--- src/swm_pkg.sv ---
// swm_pkg: shared widths and register indexes for the sliding window mask cell
// no dependencies; imported by swm_mod_unit and sliding_window_mask_cell
package swm_pkg;

  // field and register widths
  localparam int PastW   = 13;
  localparam int RowsW   = 11;
  localparam int StoredW = 32;
  localparam int WinW    = 16;
  localparam int WrapW   = 12;
  localparam int RowW    = 10;
  localparam int ColW    = 13;
  localparam int IdxW    = 3;

  // signed width of the position distance in the datapath
  localparam int DistW   = 17;

  // configuration register indexes
  localparam logic [IdxW-1:0] REG_PAST_COLS       = 3'd0;
  localparam logic [IdxW-1:0] REG_CHUNK_ROWS      = 3'd1;
  localparam logic [IdxW-1:0] REG_REAL_NEW_TOKENS = 3'd2;
  localparam logic [IdxW-1:0] REG_STORED_TOKENS   = 3'd3;
  localparam logic [IdxW-1:0] REG_WIN_LEN         = 3'd4;

  // remainder unit request and status
  typedef struct packed {
    logic                 start;
    logic [StoredW-1:0]   dividend;
    logic [PastW-1:0]     divisor;
  } swm_mod_req_t;

  typedef struct packed {
    logic                 busy;
    logic [WrapW-1:0]     remainder;
  } swm_mod_stat_t;

endpackage

--- src/swm_mod_unit.sv ---
// swm_mod_unit: bit-serial restoring remainder, stored_tokens mod past width
// depends on swm_pkg for widths and the request/status structs
module swm_mod_unit
  import swm_pkg::*;
(
  input  logic          clk,
  input  logic          rst_n,
  input  swm_mod_req_t  req,
  output swm_mod_stat_t stat
);

  typedef enum logic [1:0] {
    MOD_IDLE = 2'b01,
    MOD_RUN  = 2'b10
  } mod_state_t;

  localparam int CntW = $clog2(StoredW);

  mod_state_t           state_r, state_nxt;
  logic [CntW-1:0]      cnt_r;
  logic [PastW-1:0]     rem_r;
  logic [PastW-1:0]     rem_nxt;
  logic [StoredW-1:0]   dvd_r;
  logic [PastW-1:0]     dsr_r;
  logic [WrapW-1:0]     wrap_r;
  logic [PastW:0]       trial;
  logic [PastW:0]       diff;

  // one quotient bit per cycle
  always_comb begin
    trial   = {rem_r, dvd_r[StoredW-1]};
    diff    = trial - {1'b0, dsr_r};
    rem_nxt = (trial >= {1'b0, dsr_r}) ? diff[PastW-1:0] : trial[PastW-1:0];
  end

  always_comb begin
    state_nxt = state_r;
    unique case (state_r)
      MOD_IDLE: if (req.start) state_nxt = MOD_RUN;
      MOD_RUN:  if (!req.start && cnt_r == CntW'(StoredW - 1)) state_nxt = MOD_IDLE;
      default:  state_nxt = MOD_IDLE;
    endcase
  end

  // control state
  always_ff @(posedge clk) begin
    if (!rst_n) begin
      state_r <= MOD_IDLE;
      cnt_r   <= '0;
      wrap_r  <= '0;
    end else begin
      state_r <= state_nxt;
      if (req.start) begin
        cnt_r <= '0;
      end else if (state_r == MOD_RUN) begin
        cnt_r <= cnt_r + 1'b1;
        if (cnt_r == CntW'(StoredW - 1)) wrap_r <= rem_nxt[WrapW-1:0];
      end
    end
  end

  // datapath, restart wins over a step
  always_ff @(posedge clk) begin
    if (req.start) begin
      rem_r <= '0;
      dvd_r <= req.dividend;
      dsr_r <= req.divisor;
    end else if (state_r == MOD_RUN) begin
      rem_r <= rem_nxt;
      dvd_r <= {dvd_r[StoredW-2:0], 1'b0};
    end
  end

  assign stat.busy      = (state_r == MOD_RUN);
  assign stat.remainder = wrap_r;

endmodule

--- src/sliding_window_mask_cell.sv ---
// sliding_window_mask_cell: sliding-window causal attention mask, one cell per beat
// depends on swm_pkg and swm_mod_unit
//
// Usage:
//   in_*  : one beat carries (query row, col_index) of a mask cell.
//   out_* : one beat carries attend and in_past_region for that cell, in order.
//   cfg_* : register writes (past width, chunk rows, real new tokens,
//           stored tokens, window size at indexes 0..4); cfg_ready is always
//           high, unknown indexes are dropped. Write only while no cell is in flight.
//   A write of the past width or the stored tokens starts the ring wrap-slot
//   remainder, a bit-serial unit; in_stall is high until it has finished.
//   An input beat passes the input register, two compute stages and the
//   output register. Throughput is one cell per cycle when no stall is
//   high, set by the four-stage pipeline.
//   Reset clears config to its reset values, the wrap slot to 0, and empties
//   the pipeline. When out_stall is high, the output beat holds and bubbles
//   in earlier stages still fill, so input is taken until the pipe is full.
module sliding_window_mask_cell
  import swm_pkg::*;
#(
  parameter int MAX_PAST = 4096,
  parameter int MAX_ROWS = 1024
) (
  input  logic                clk,
  input  logic                rst_n,
  // cell input
  input  logic                in_valid,
  output logic                in_stall,
  input  logic [RowW-1:0]     in_query_row,
  input  logic [ColW-1:0]     in_col_index,
  // cell result
  output logic                out_valid,
  input  logic                out_stall,
  output logic                out_attend,
  output logic                out_in_past_region,
  // configuration
  input  logic                cfg_valid,
  output logic                cfg_ready,
  input  logic [IdxW-1:0]     cfg_index,
  input  logic [StoredW-1:0]  cfg_data
);

  localparam logic [16:0] MaxPastL = 17'(MAX_PAST);
  localparam logic [13:0] MaxRowsL = 14'(MAX_ROWS);

  // configuration registers
  logic [PastW-1:0]   past_r;
  logic [RowsW-1:0]   rows_r;
  logic [RowsW-1:0]   real_r;
  logic [StoredW-1:0] stored_r;
  logic [WinW-1:0]    win_r;
  logic               start_r;
  logic               sat_r;

  logic               cfg_wr;
  swm_mod_req_t       mod_req;
  swm_mod_stat_t      mod_stat;
  logic               busy;

  // derived config
  logic [PastW-1:0]   pw;
  logic [RowsW-1:0]   rows;
  logic [RowsW-1:0]   real_eff;
  logic [RowsW-1:0]   pad;
  logic [WinW-1:0]    win;
  logic [WrapW-1:0]   wrap;

  assign cfg_ready = 1'b1;
  assign cfg_wr    = cfg_valid && cfg_ready;

  always_ff @(posedge clk) begin
    if (!rst_n) begin
      past_r   <= '0;
      rows_r   <= RowsW'(1);
      real_r   <= '0;
      stored_r <= '0;
      win_r    <= WinW'(1);
      start_r  <= 1'b0;
      sat_r    <= 1'b1;
    end else begin
      start_r <= cfg_wr &&
                 (cfg_index == REG_PAST_COLS || cfg_index == REG_STORED_TOKENS);
      sat_r   <= (stored_r >= {{(StoredW-PastW){1'b0}}, pw});
      if (cfg_wr) begin
        unique case (cfg_index)
          REG_PAST_COLS:       past_r   <= cfg_data[PastW-1:0];
          REG_CHUNK_ROWS:      rows_r   <= cfg_data[RowsW-1:0];
          REG_REAL_NEW_TOKENS: real_r   <= cfg_data[RowsW-1:0];
          REG_STORED_TOKENS:   stored_r <= cfg_data;
          REG_WIN_LEN:         win_r    <= cfg_data[WinW-1:0];
          default: ;
        endcase
      end
    end
  end

  // clamps and padding
  always_comb begin
    pw       = ({4'b0, past_r} > MaxPastL) ? PastW'(MAX_PAST) : past_r;
    rows     = ({3'b0, rows_r} > MaxRowsL) ? RowsW'(MAX_ROWS) : rows_r;
    real_eff = (real_r > rows) ? rows : real_r;
    pad      = rows - real_eff;
    win      = (win_r == '0) ? WinW'(1) : win_r;
  end

  // wrap slot remainder
  assign mod_req.start    = start_r;
  assign mod_req.dividend = stored_r;
  assign mod_req.divisor  = pw;

  swm_mod_unit u_mod (
    .clk   (clk),
    .rst_n (rst_n),
    .req   (mod_req),
    .stat  (mod_stat)
  );

  assign wrap = mod_stat.remainder;
  assign busy = start_r || mod_stat.busy;

  // pipeline stage registers
  logic                    a_v_r;
  logic [RowW-1:0]         a_row_r;
  logic [ColW-1:0]         a_col_r;

  logic                    b_v_r;
  logic                    b_in_past_r;
  logic                    b_row_ok_r;
  logic                    b_past_ok_r;
  logic signed [DistW-1:0] b_base_r;
  logic signed [DistW-1:0] b_coff_r;
  logic [ColW-1:0]         b_local_r;
  logic [RowW-1:0]         b_row_r;

  logic                    c_v_r;
  logic signed [DistW-1:0] c_d_r;
  logic                    c_gate_r;
  logic                    c_in_past_r;

  logic                    out_v_r;
  logic                    out_attend_r;
  logic                    out_past_r;

  logic en_a, en_b, en_c, en_o;

  // stage advance chain, a stage moves when it is empty or the next one moves
  assign en_o     = !out_v_r || !out_stall;
  assign en_c     = !c_v_r || en_o;
  assign en_b     = !b_v_r || en_c;
  assign en_a     = !a_v_r || en_b;
  assign in_stall = !en_a || busy;

  // stage a: cell capture
  always_ff @(posedge clk) begin
    if (!rst_n) begin
      a_v_r <= 1'b0;
    end else if (en_a) begin
      a_v_r <= in_valid && !busy;
    end
  end

  always_ff @(posedge clk) begin
    if (en_a && in_valid) begin
      a_row_r <= in_query_row;
      a_col_r <= in_col_index;
    end
  end

  // stage a -> b: region decode and distance operands
  logic                    a_in_past;
  logic                    a_row_ok;
  logic                    a_c_lt_w;
  logic                    a_c_lt_st;
  logic signed [DistW-1:0] a_base;
  logic signed [DistW-1:0] a_coff;

  always_comb begin
    a_in_past = (a_col_r < pw);
    a_row_ok  = ({1'b0, a_row_r} < rows);
    a_c_lt_w  = (a_col_r < {1'b0, wrap});
    a_c_lt_st = (a_col_r < stored_r[PastW-1:0]);
    if (sat_r) begin
      a_base = $signed({7'b0, a_row_r}) - $signed({6'b0, pad}) + $signed({5'b0, wrap});
      a_coff = $signed({4'b0, a_col_r}) - (a_c_lt_w ? '0 : $signed({4'b0, pw}));
    end else begin
      a_base = $signed({4'b0, stored_r[PastW-1:0]}) + $signed({7'b0, a_row_r})
             - $signed({6'b0, pad});
      a_coff = $signed({4'b0, a_col_r});
    end
  end

  always_ff @(posedge clk) begin
    if (!rst_n) begin
      b_v_r <= 1'b0;
    end else if (en_b) begin
      b_v_r <= a_v_r;
    end
  end

  always_ff @(posedge clk) begin
    if (en_b && a_v_r) begin
      b_in_past_r <= a_in_past;
      b_row_ok_r  <= a_row_ok;
      b_past_ok_r <= sat_r || a_c_lt_st;
      b_base_r    <= a_base;
      b_coff_r    <= a_coff;
      b_local_r   <= a_col_r - pw;
      b_row_r     <= a_row_r;
    end
  end

  // stage b -> c: distance from the row position and chunk bounds
  logic                    b_chunk_ok;
  logic signed [DistW-1:0] b_d;

  always_comb begin
    b_chunk_ok = (b_local_r >= {2'b0, pad}) && (b_local_r < {2'b0, rows});
    if (b_in_past_r) begin
      b_d = b_base_r - b_coff_r;
    end else begin
      b_d = $signed({7'b0, b_row_r}) - $signed({4'b0, b_local_r});
    end
  end

  always_ff @(posedge clk) begin
    if (!rst_n) begin
      c_v_r <= 1'b0;
    end else if (en_c) begin
      c_v_r <= b_v_r;
    end
  end

  always_ff @(posedge clk) begin
    if (en_c && b_v_r) begin
      c_d_r       <= b_d;
      c_gate_r    <= b_row_ok_r && (b_in_past_r ? b_past_ok_r : b_chunk_ok);
      c_in_past_r <= b_in_past_r;
    end
  end

  // stage c -> out: window test
  logic c_attend;

  assign c_attend = c_gate_r && !c_d_r[DistW-1] && (c_d_r < $signed({1'b0, win}));

  always_ff @(posedge clk) begin
    if (!rst_n) begin
      out_v_r <= 1'b0;
    end else if (en_o) begin
      out_v_r <= c_v_r;
    end
  end

  always_ff @(posedge clk) begin
    if (en_o && c_v_r) begin
      out_attend_r <= c_attend;
      out_past_r   <= c_in_past_r;
    end
  end

  assign out_valid          = out_v_r;
  assign out_attend         = out_attend_r;
  assign out_in_past_region = out_past_r;

`ifndef SYNTHESIS
  // a ring geometry write holds off new cells on the next cycle
  a_geom_write_blocks: assert property (@(posedge clk) disable iff (!rst_n)
    cfg_wr && (cfg_index == REG_PAST_COLS || cfg_index == REG_STORED_TOKENS)
    |=> in_stall)
    else $error("cell accepted right after a ring geometry write");

  // a full stage behind a blocked output keeps its beat
  a_stage_c_holds: assert property (@(posedge clk) disable iff (!rst_n)
    c_v_r && out_v_r && out_stall |=> c_v_r && $stable(c_d_r))
    else $error("stage c beat lost under output stall");

  // stage a keeps its cell while stage b cannot take it
  a_stage_a_holds: assert property (@(posedge clk) disable iff (!rst_n)
    a_v_r && !en_b |=> a_v_r && $stable(a_row_r) && $stable(a_col_r))
    else $error("stage a beat changed while blocked");
`endif

endmodule

--- config.mk ---
export PLATFORM = sky130hd
export DESIGN_NAME = sliding_window_mask_cell
export DESIGN_NICKNAME = d
export VERILOG_FILES = /design/src/swm_pkg.sv /design/src/swm_mod_unit.sv /design/src/sliding_window_mask_cell.sv
export SDC_FILE = /design/constraint.sdc
export NUM_CORES = 1
export LEC_CHECK = 0
export BUFFER_PORTS_ARGS = -buffer_cell sky130_fd_sc_hd__buf_2
export CORE_AREA = 2 2 246 248
export DETAILED_ROUTE_END_ITERATION = 8
export DIE_AREA = 0 0 248 250
export GPL_TIMING_DRIVEN = 0
export SLEW_MARGIN = 20
export SYNTH_ARGS = -nofsm -noshare
export SYNTH_HDL_FRONTEND = slang
export SYNTH_HIERARCHICAL = 1
export SYNTH_SLANG_ARGS = --single-unit
export TNS_END_PERCENT = 10
--- constraint.sdc ---
create_clock -name clk -period 19.9 [get_ports clk]
set_input_delay 1.99 -clock clk [delete_from_list [all_inputs] [get_ports clk]]
set_output_delay 1.99 -clock clk [all_outputs]
set_load 0.05 [all_outputs]
== After elaboration in Yosys (flattened, before gate mapping) ==
Cells that the tools add are included.
Word-level totals
  input port bits: 63
  bits in latches: 0
  memories kept: 0
  RAM bits: 0
  output and inout bits: 5
  bits in registers: 267
  word-level logic and storage cells: 120
  ROM bits: 0
Operators by class
  multiply operators: 0
  magnitude comparators: 12
  $add $sub $neg: 11
  equal/unequal tests: 9
  reductions and logical operators: 39
  mux-type cells: 15
  bitwise operators: 2
  shift operators: 0
  divide/modulo/power cells: 0
Operator list (number)
  2-to-1 mux 32 bit: 2
  2-to-1 mux 13 bit: 4
  2-to-1 mux 17 bit: 2
  >= comparator 32 x 13 -> 1 bit: 1
  less-than comparator 13 bit: 2
  subtractor 13 bit: 2
  2-to-1 mux 11 bit: 2
  less-than comparator 17 bit: 1
  subtractor 17 x 14 -> 17 bit: 1
  logical NOT 16 bit: 1
  2-to-1 mux 16 bit: 1
  subtractor 14 x 11 -> 15 bit: 1
  adder 12 x 13 -> 14 bit: 1
  adder 13 x 10 -> 14 bit: 1
  >= comparator 14 x 13 -> 1 bit: 1
  subtractor 10 x 13 -> 14 bit: 1
  subtractor 13 x 13 -> 14 bit: 1
  >= comparator 13 x 11 -> 1 bit: 1
  greater-than comparator 13 bit (second input constant): 1
  less-than comparator 13 x 11 -> 1 bit: 1
  less-than comparator 13 x 12 -> 1 bit: 1
  AND reduction 2 bit: 6
  subtractor 10 x 11 -> 12 bit: 1
  greater-than comparator 11 bit: 1
  other kinds (23): 51

== Longest topological paths before layout ==
Gate-level depths: netlist of the first run.
  word-level depth: 9
  gate-level depth with buffers: 34
  depth with buffers taken out: 33

== By module ==
The synthesis of the first run kept the hierarchy.
Modules (own cells, without submodules)
  sliding_window_mask_cell: area an instance 13875.8 sq um, instances 1, seq. area each 4754.6 sq um, cells each 1557
  swm_mod_unit: area an instance 3737.3 sq um, instances 1, seq. area each 1991.9 sq um, cells each 325

== Worst setup path before layout of the first run ==
Ideal clock, no wire load.
  kind: input port to flip-flop
  from: input port out_stall
  to: register b_base_r[0] (enable)
  path slack: 13.110 ns
  library setup time: 0.552 ns
  required time: 19.348 ns
  buffers on the path: 0
  stages on the path: 2
  arrival time: 6.238 ns
  path through: and3_1 > a21boi_0
On the way
  longest elaborated chain between the ends: 5
RTL lines
  start: declaration: line sliding_window_mask_cell.sv:33  | input logic out_stall,
  logical NOT 1 bit: line sliding_window_mask_cell.sv:147  | assign en_o = !out_v_r || !out_stall;
  logical OR 1 bit: line sliding_window_mask_cell.sv:147
  logical OR 1 bit: line sliding_window_mask_cell.sv:148  | assign en_c = !c_v_r || en_o;
  logical OR 1 bit: line sliding_window_mask_cell.sv:149  | assign en_b = !b_v_r || en_c;
  logical AND 1 bit: line sliding_window_mask_cell.sv:201  | if (en_b && a_v_r) begin
  end signal: assignment: line sliding_window_mask_cell.sv:205  | b_base_r <= a_base;
  end: declaration: line sliding_window_mask_cell.sv:130  | logic signed [DistW-1:0] b_base_r;
No other way between the ends.
A chain may end at the register's enable or synchronous reset.

== Worst setup path in the final report of the first run ==
  from: register rows_r[10]
  to: register b_base_r[15], data pin
On the way
  longest elaborated chain between the ends: 8
  elaborated cells between the ends (all ways): 9
  classes of those cells: add/sub: 4; order compare: 2; mux: 3
RTL lines
  start: declaration: line sliding_window_mask_cell.sv:48  | logic [RowsW-1:0] rows_r;
  start signal: assignment: line sliding_window_mask_cell.sv:74  | rows_r <= RowsW'(1);
  start signal: assignment: line sliding_window_mask_cell.sv:87  | REG_CHUNK_ROWS: rows_r <= cfg_data[RowsW-1:0];
  greater-than comparator 11 bit: line sliding_window_mask_cell.sv:100  | rows = ({3'b0, rows_r} > MaxRowsL) ? RowsW'(MAX_ROWS) : rows_r;
  2-to-1 mux 11 bit (*): line sliding_window_mask_cell.sv:100
  greater-than comparator 11 bit: line sliding_window_mask_cell.sv:101  | real_eff = (real_r > rows) ? rows : real_r;
  2-to-1 mux 11 bit: line sliding_window_mask_cell.sv:101
  subtractor 11 bit (*): line sliding_window_mask_cell.sv:102  | pad = rows - real_eff;
  subtractor 10 x 11 -> 12 bit: line sliding_window_mask_cell.sv:183  | a_base = $signed({7'b0, a_row_r}) - $signed({6'b0, pad}) + $signed({5'b0, wrap});
  adder 12 x 13 -> 14 bit: line sliding_window_mask_cell.sv:183
  2-to-1 mux 17 bit (*): line sliding_window_mask_cell.sv:182  | if (sat_r) begin
Mark *: on every way between the ends. The rest lies on a longest branch, timed or not.

==> results of run 1 <==
-- critical path: cells and delay by family, from the launching register on --
kind / cells / cell delay [ns]
DFF: 1 / 0.56
xor gates and xnor gates: 2 / 0.53
and+or+nand+nor: 7 / 1.11
AOI/OAI and AO/OA: 14 / 3.43
adders and majority gates: 5 / 1.43
buffers and inverters: 4 / 1.20
-- placed cells by master (no fill, tap or decap), drive strengths merged, types with 29 or more instances in the layout --
cell    netlist  routed
o21ai        91      91
nand2       253     253
xnor2        50      50
nor2b        37      37
edfxtp      144     144
mux2         41      41
a21oi        85      85
clkbuf       55     101
nand3        34      34
buf           8      79
ha          205     205
inv         160     161
xor2         29      29
a21o         41      41
dfxtp       121     121
a21boi      101     101
nor2        109     109
-- metal layers --
layer | wire length, um | up-vias
met2 | 23800 | 349
met4 | 1360 | 0
met3 | 2440 | 62
met5 | 0 | -
met1 | 23800 | 6720
li1 | - | 6921
-- state kept, by name (all words and copies together), names as in the netlist, 13 cells and up --
signal / flops
u_mod/rem_r: 13
past_r: 13
b_coff_r: 14
stored_r: 32
win_r: 16
b_local_r: 13
c_d_r: 17
b_base_r: 15
a_col_r: 13
u_mod/dsr_r: 13
u_mod/dvd_r: 32
-- worst paths after layout --
| path | end | slack [ns] |
|---|---|---|
| worst max-delay path | b_base_r[15] | 11.35 |
| worst min-delay path | out_in_past_region | 0.44 |
| worst max register to register | b_base_r[15] | 11.35 |
| worst min register to register | out_in_past_region | 0.44 |
-- power by group --
part | total (mW) | switching, mW | internal, mW
clock | 0.581 | 0.243 | 0.339
sequential | 0.635 | 0.0222 | 0.613
combinational | 0.453 | 0.262 | 0.190
-- layout make-up --
type,instances,share of cell area (%)
Clock inverter,12,0.448
Multi-Input combinational cell,1393,49.8
Tap cell,782,4.86
Sequential cell,265,33.5
Buffer,63,1.31
Timing Repair Buffer,71,2.23
Clock buffer,46,4.82
Inverter,161,3.00
-- kinds of logic after synthesis --
group	after synthesis	share of synthesized area [%]
other	1	0.0213
multiplexers	65	4.01
XOR/XNOR	79	3.93
AND/OR/NAND/NOR	563	14.7
AO/OA/AOI/OAI	463	17.8
buffers and inverters	224	4.92
flip-flops	265	38.3
adder cells (fa/ha/maj)	222	16.3
==> flow_metrics.tcl, run 1 <==
set metrics [dict create \
    result_of_the_run "finished, final reports clean" \
    drt_drc_violations_left 0 \
    criticalPathCategory "flip-flop to flip-flop" \
    layoutNonFillerInstCount 2793 \
    routed_wirelength_um 51400 \
    worstSkewPairLatency_ns 0.60 \
    finalWeightedCongestion 0.893 \
    place_inst 2735 \
    hold_depth 0 \
    synth_top_cells_by_area "sky130_fd_sc_hd__edfxtp_1 (25%), sky130_fd_sc_hd__ha_1 (15%), sky130_fd_sc_hd__dfxtp_1 (14%)" \
    finalCoreUtilization_pct 33.8 \
    fp.dieH_um 250 \
    crit_path_top_delay_cell "sky130_fd_sc_hd__dfxtp_1" \
    rows 90 \
    core_area_um2 59600 \
    netlist_area_um2 17600 \
    hold_class "flip-flop to flip-flop" \
    setup_repair_after_global_routing_missed_its_margin "no" \
    setup_ws_ns 11.35 \
    multi_input_logic_area_um2 10000 \
    post_synth.cell_area_avg_um2 9.36 \
    power.density_nw_per_um2 83.0 \
    critical-path-top-cell-by-count "sky130_fd_sc_hd__ha_1" \
    dp_worst_setup_slack_ns 11.56 \
    antenna-diode-count 0 \
    grtUsageMet2_pct 27.2 \
    grt_util_all_layers_pct 16.5 \
    synthCells 1882 \
    antenna_found_initial 0 \
    yosysTopAreaCellShare_pct 24.6 \
    holdCritStartpoint "c_in_past_r" \
    io_buffers 66 \
    slew_violations 0 \
    fin_tns_setup_ns 0 \
    cp.arrival_ns 8.88 \
    global_route_wire_length_before_repair_um 78800 \
    maxClockFrequency_ghz 0.117 \
    whs_ns 0.436 \
    globalRouteMet1Util_pct 22.6 \
    setup.worst_path.end_class "flip-flop" \
    design.die.area_um2 62000 \
    crit_path_max_fanout 10 \
    post-synth-top-count-cell "sky130_fd_sc_hd__nand2_1" \
    avgRoutedWirePerCell_um 18.4 \
    drive_gt1_share_pct 9.90 \
    worst_setup_path_startpoint "rows_r[10]" \
    1st_pass_router_iterations 5 \
    grt.overflow.total 0 \
    synth-seq-cells 265 \
    final_hold_viol_count 0 \
    cts.htree.levels 1 \
    worst-slew-pin-transition_ns 0.884 \
    timing.max_slew.rel_slack_pct 40.7 \
    tritoncts "built" \
    postCtsResizedCells 0 \
    critPathLaunchType "flip-flop" \
    timing.max_cap.violations 0 \
    ys.warnings.count 6 \
    starting_density_of_the_core_pct 29.6 \
    globalRoute.busiestLayer "met2" \
    required_ns 20.23 \
    post_drt_via_cell_ratio 5.03 \
    crit-reg2reg-launch "rows_r[10]" \
    worst_ir_drop_vdd_mv 0.0653 \
    yosysTopAreaCell "sky130_fd_sc_hd__edfxtp_1" \
    layout-area-overhead-vs-synth_pct 14.2 \
    synth_edf_count 144 \
    synth_cell_types 82 \
    vias 14052 \
    max_stage_delay_ns 0.56 \
    fin_crit_sh_pct 42.9 \
    power_leakage_nw 7.98 \
    cts-hold-fix-buffers 0 \
    grt_max_degree 33 \
    post_synthesis_net_count 2164 \
    floorplan.die.width_um 248 \
    layout.cell_area.non_filler_um2 20100 \
    asyncSetResetFlopFracSynth_pct 0 \
    grt.met3_usage_pct 1.79 \
    place_hpwl_um 41000 \
    tritoncts.num_buffers 31 \
    clk_root_buffer_cell "sky130_fd_sc_hd__clkbuf_16" \
    fillCellCount 6047 \
    sequential_to_total_area_share_from_yosys_stat_pct 38.3 \
    clk_transition_reported_paths_ns 0.06 \
    vias_in_the_first_global_route 13510 \
    dominantRegCellSynth "sky130_fd_sc_hd__edfxtp_1" \
    drtAntennaViolNets 0 \
    setup-violations-final 0 \
    clock_sinks 265 \
    dpl-instance-area_um2 19100 \
    register_area_um2 6750 \
    synth.top_cells.by_count "sky130_fd_sc_hd__nand2_1 (253), sky130_fd_sc_hd__ha_1 (205), sky130_fd_sc_hd__inv_1 (160)" \
    post-cts-setup-buffer-count 0 \
    post-layout-total-power_mw 1.67 \
    worst-r2r-cell-count 32 \
    drt_iter0_drc 914 \
    final_nets 2268 \
    finClkSkew_ns 0.0333 \
    min_period_ns 8.55 \
    clock_path_buffers 3 \
    num_io_pins 68 \
]
(Power assumes the default switching activity.)
==> run 2, diff against run 1 <==
Clock period 19.9 ns to 8.5 ns, I/O delays scaled along.
==> flow_metrics.tcl, run 2 (synthesis gave the netlist of run 1 again) <==
set metrics [dict create \
    result_of_the_run "finished, final reports clean" \
    critPathLaunchType "flip-flop" \
    internal-power_mw 2.68 \
    crit_path_top_delay_cell "sky130_fd_sc_hd__dfxtp_1" \
    layout-area-overhead-vs-synth_pct 14.4 \
    fillCellCount 6046 \
    final_cell_mix "sky130_fd_sc_hd__nand2_1 (253), sky130_fd_sc_hd__ha_1 (205), sky130_fd_sc_hd__inv_1 (160)" \
    worst_setup_path_startpoint "rows_r[10]" \
    max_stage_delay_ns 0.58 \
    fp.dieH_um 250 \
    switchingPower_mw 1.23 \
    setup.worst_path.end_class "flip-flop" \
    grt_max_degree 33 \
    grt.overflow.total 0 \
    final_nets 2270 \
    power.density_nw_per_um2 194 \
    critical-path-top-cell-by-count "sky130_fd_sc_hd__ha_1" \
    grt_util_all_layers_pct 16.5 \
    worst-slew-pin-transition_ns 0.920 \
    dpl-instance-area_um2 19100 \
    cts.htree.levels 1 \
    drt_iter0_drc 883 \
    setup-violations-final 0 \
    core_area_um2 59600 \
    timing.max_slew.rel_slack_pct 38.7 \
    drt_drc_violations_left 0 \
    layout.cell_area.non_filler_um2 20100 \
    clk_transition_reported_paths_ns 0.06 \
    drive_gt1_share_pct 10.1 \
    floorplan.die.width_um 248 \
    finalCoreUtilization_pct 33.8 \
    required_ns 8.84 \
    biggestRegsByFlops "stored_r: 32 flops, u_mod/dvd_r: 32 flops, c_d_r: 17 flops" \
    power_leakage_nw 8.00 \
    routed_wirelength_um 51400 \
    sequentialPowerShare_pct 38.1 \
    hold_class "primary input to flip-flop" \
    cts-hold-fix-buffers 0 \
    clock_path_buffers 3 \
    criticalPathCategory "flip-flop to flip-flop" \
    io_buffers 66 \
    clock_sinks 265 \
    netSwitchingFraction_pct 31.6 \
    1st_pass_router_iterations 5 \
    crit_path_max_fanout 10 \
    cp.arrival_ns 8.21 \
    fin_crit_sh_pct 92.6 \
    fin_tns_setup_ns 0 \
    post_drt_via_cell_ratio 5.02 \
    place_hpwl_um 41000 \
    worst_ir_drop_vdd_mv 0.155 \
    tritoncts.num_buffers 31 \
    min_period_ns 7.87 \
    crit-reg2reg-launch "rows_r[10]" \
    vias_in_the_first_global_route 13510 \
    global_route_wire_length_before_repair_um 78800 \
    maxClockFrequency_ghz 0.127 \
    layout.cells.most_common "sky130_fd_sc_hd__nand2_1" \
    tritoncts "built" \
    worstSkewPairLatency_ns 0.60 \
    finalWeightedCongestion 0.893 \
    timing.max_cap.violations 0 \
    final_hold_viol_count 0 \
    clk_root_buffer_cell "sky130_fd_sc_hd__clkbuf_16" \
    timing.critical_path.max_delay_family "compound AO/OA/AOI/OAI gates" \
    slew_violations 0 \
    vias 14038 \
    starting_density_of_the_core_pct 29.6 \
    antenna_found_initial 0 \
    avgRoutedWirePerCell_um 18.4 \
    finClkSkew_ns 0.0324 \
    drtAntennaViolNets 0 \
    timing.critical_path.buf_inv 5 \
    clockPowerShare_pct 34.8 \
    rows 90 \
    holdCritStartpoint "in_query_row[6]" \
    design.die.area_um2 62000 \
    setup_repair_after_global_routing_missed_its_margin "no" \
    num_io_pins 68 \
    combPwrFrac_pct 27.1 \
]
-- run 2: cell types whose count changed in the layout (fill, tap and decap cells not counted), sizes merged --
cell	delta
buf	+2
clkinv	-1
clkinvlp	+1
diode	+1
-- run 2: repair_timing --
action,in CTS,in global routing
setup buffers,0,2
resized for setup,0,4
setup endpoints to repair,0,5
-- run 2: worst register-to-register path: cells and delay by family (launching register included) --
kind	cells	cell delay, ns
AO/OA/AOI/OAI	14	3.07
buffers and inverters	5	0.85
XOR/XNOR	2	0.53
AND/OR/NAND/NOR	8	1.08
adder cells (fa/ha/maj)	5	1.52
flip-flops	1	0.58
-- run 2: path summary, 6_finish.rpt --
check,to,slack [ns],depth (start not counted)
setup / recovery,b_base_r[15],0.63,34
setup reg to reg,b_base_r[15],0.63,34
hold / removal,a_row_r[6],0.42,1
hold reg to reg,out_in_past_region,0.44,0
-- run 2: power by group through the flow --
stage                     registers (mW)  logic [mW]  clock network (mW)
after floorplan                     1.49       0.765                   0
after global placement              1.52        1.02                   0
after detailed placement            1.52        1.05                   0
after CTS                           1.49        1.06                1.39
after global routing                1.49        1.18                1.43
final                               1.49        1.06                1.36
-- run 2: final cells by class --
type	instances	area (um^2)	share of cell area [%]
clock inverters	12	90.1	0.447
plain buffers	63	264	1.31
multi-input cells	1393	10000	49.8
clock buffers	46	970	4.81
inverters	161	608	3.02
well taps	782	978	4.86
diodes	1	2.50	0.0124
flip-flops and latches	265	6750	33.5
repair buffers	73	463	2.30
-- run 2: layer usage --
layer,share of wire [%],vias up,wire length [um],GRT usage [%]
met4,2.7,0,1390,4.60
li1,-,6923,-,-
met3,4.4,62,2260,1.79
met5,0,-,0,0
met1,47,6714,24000,22.6
met2,46,339,23700,27.2
-- run 2: stage by stage --
| stage | setup WS [ns] | instances | total power [mW] | hold slack, ns |
|---|---|---|---|---|
| floorplan | 1.79 | 1882 | 2.26 | 0.400 |
| global placement | 0.0219 | 2730 | 2.54 | 0.403 |
| detailed placement | 0.164 | 2735 | 2.56 | 0.426 |
| CTS | 0.116 | 2793 | 3.93 | 0.402 |
| global route | 0.0268 | 2795 | 4.11 | 0.408 |
| finish | 0.626 | 2796 | 3.91 | 0.421 |
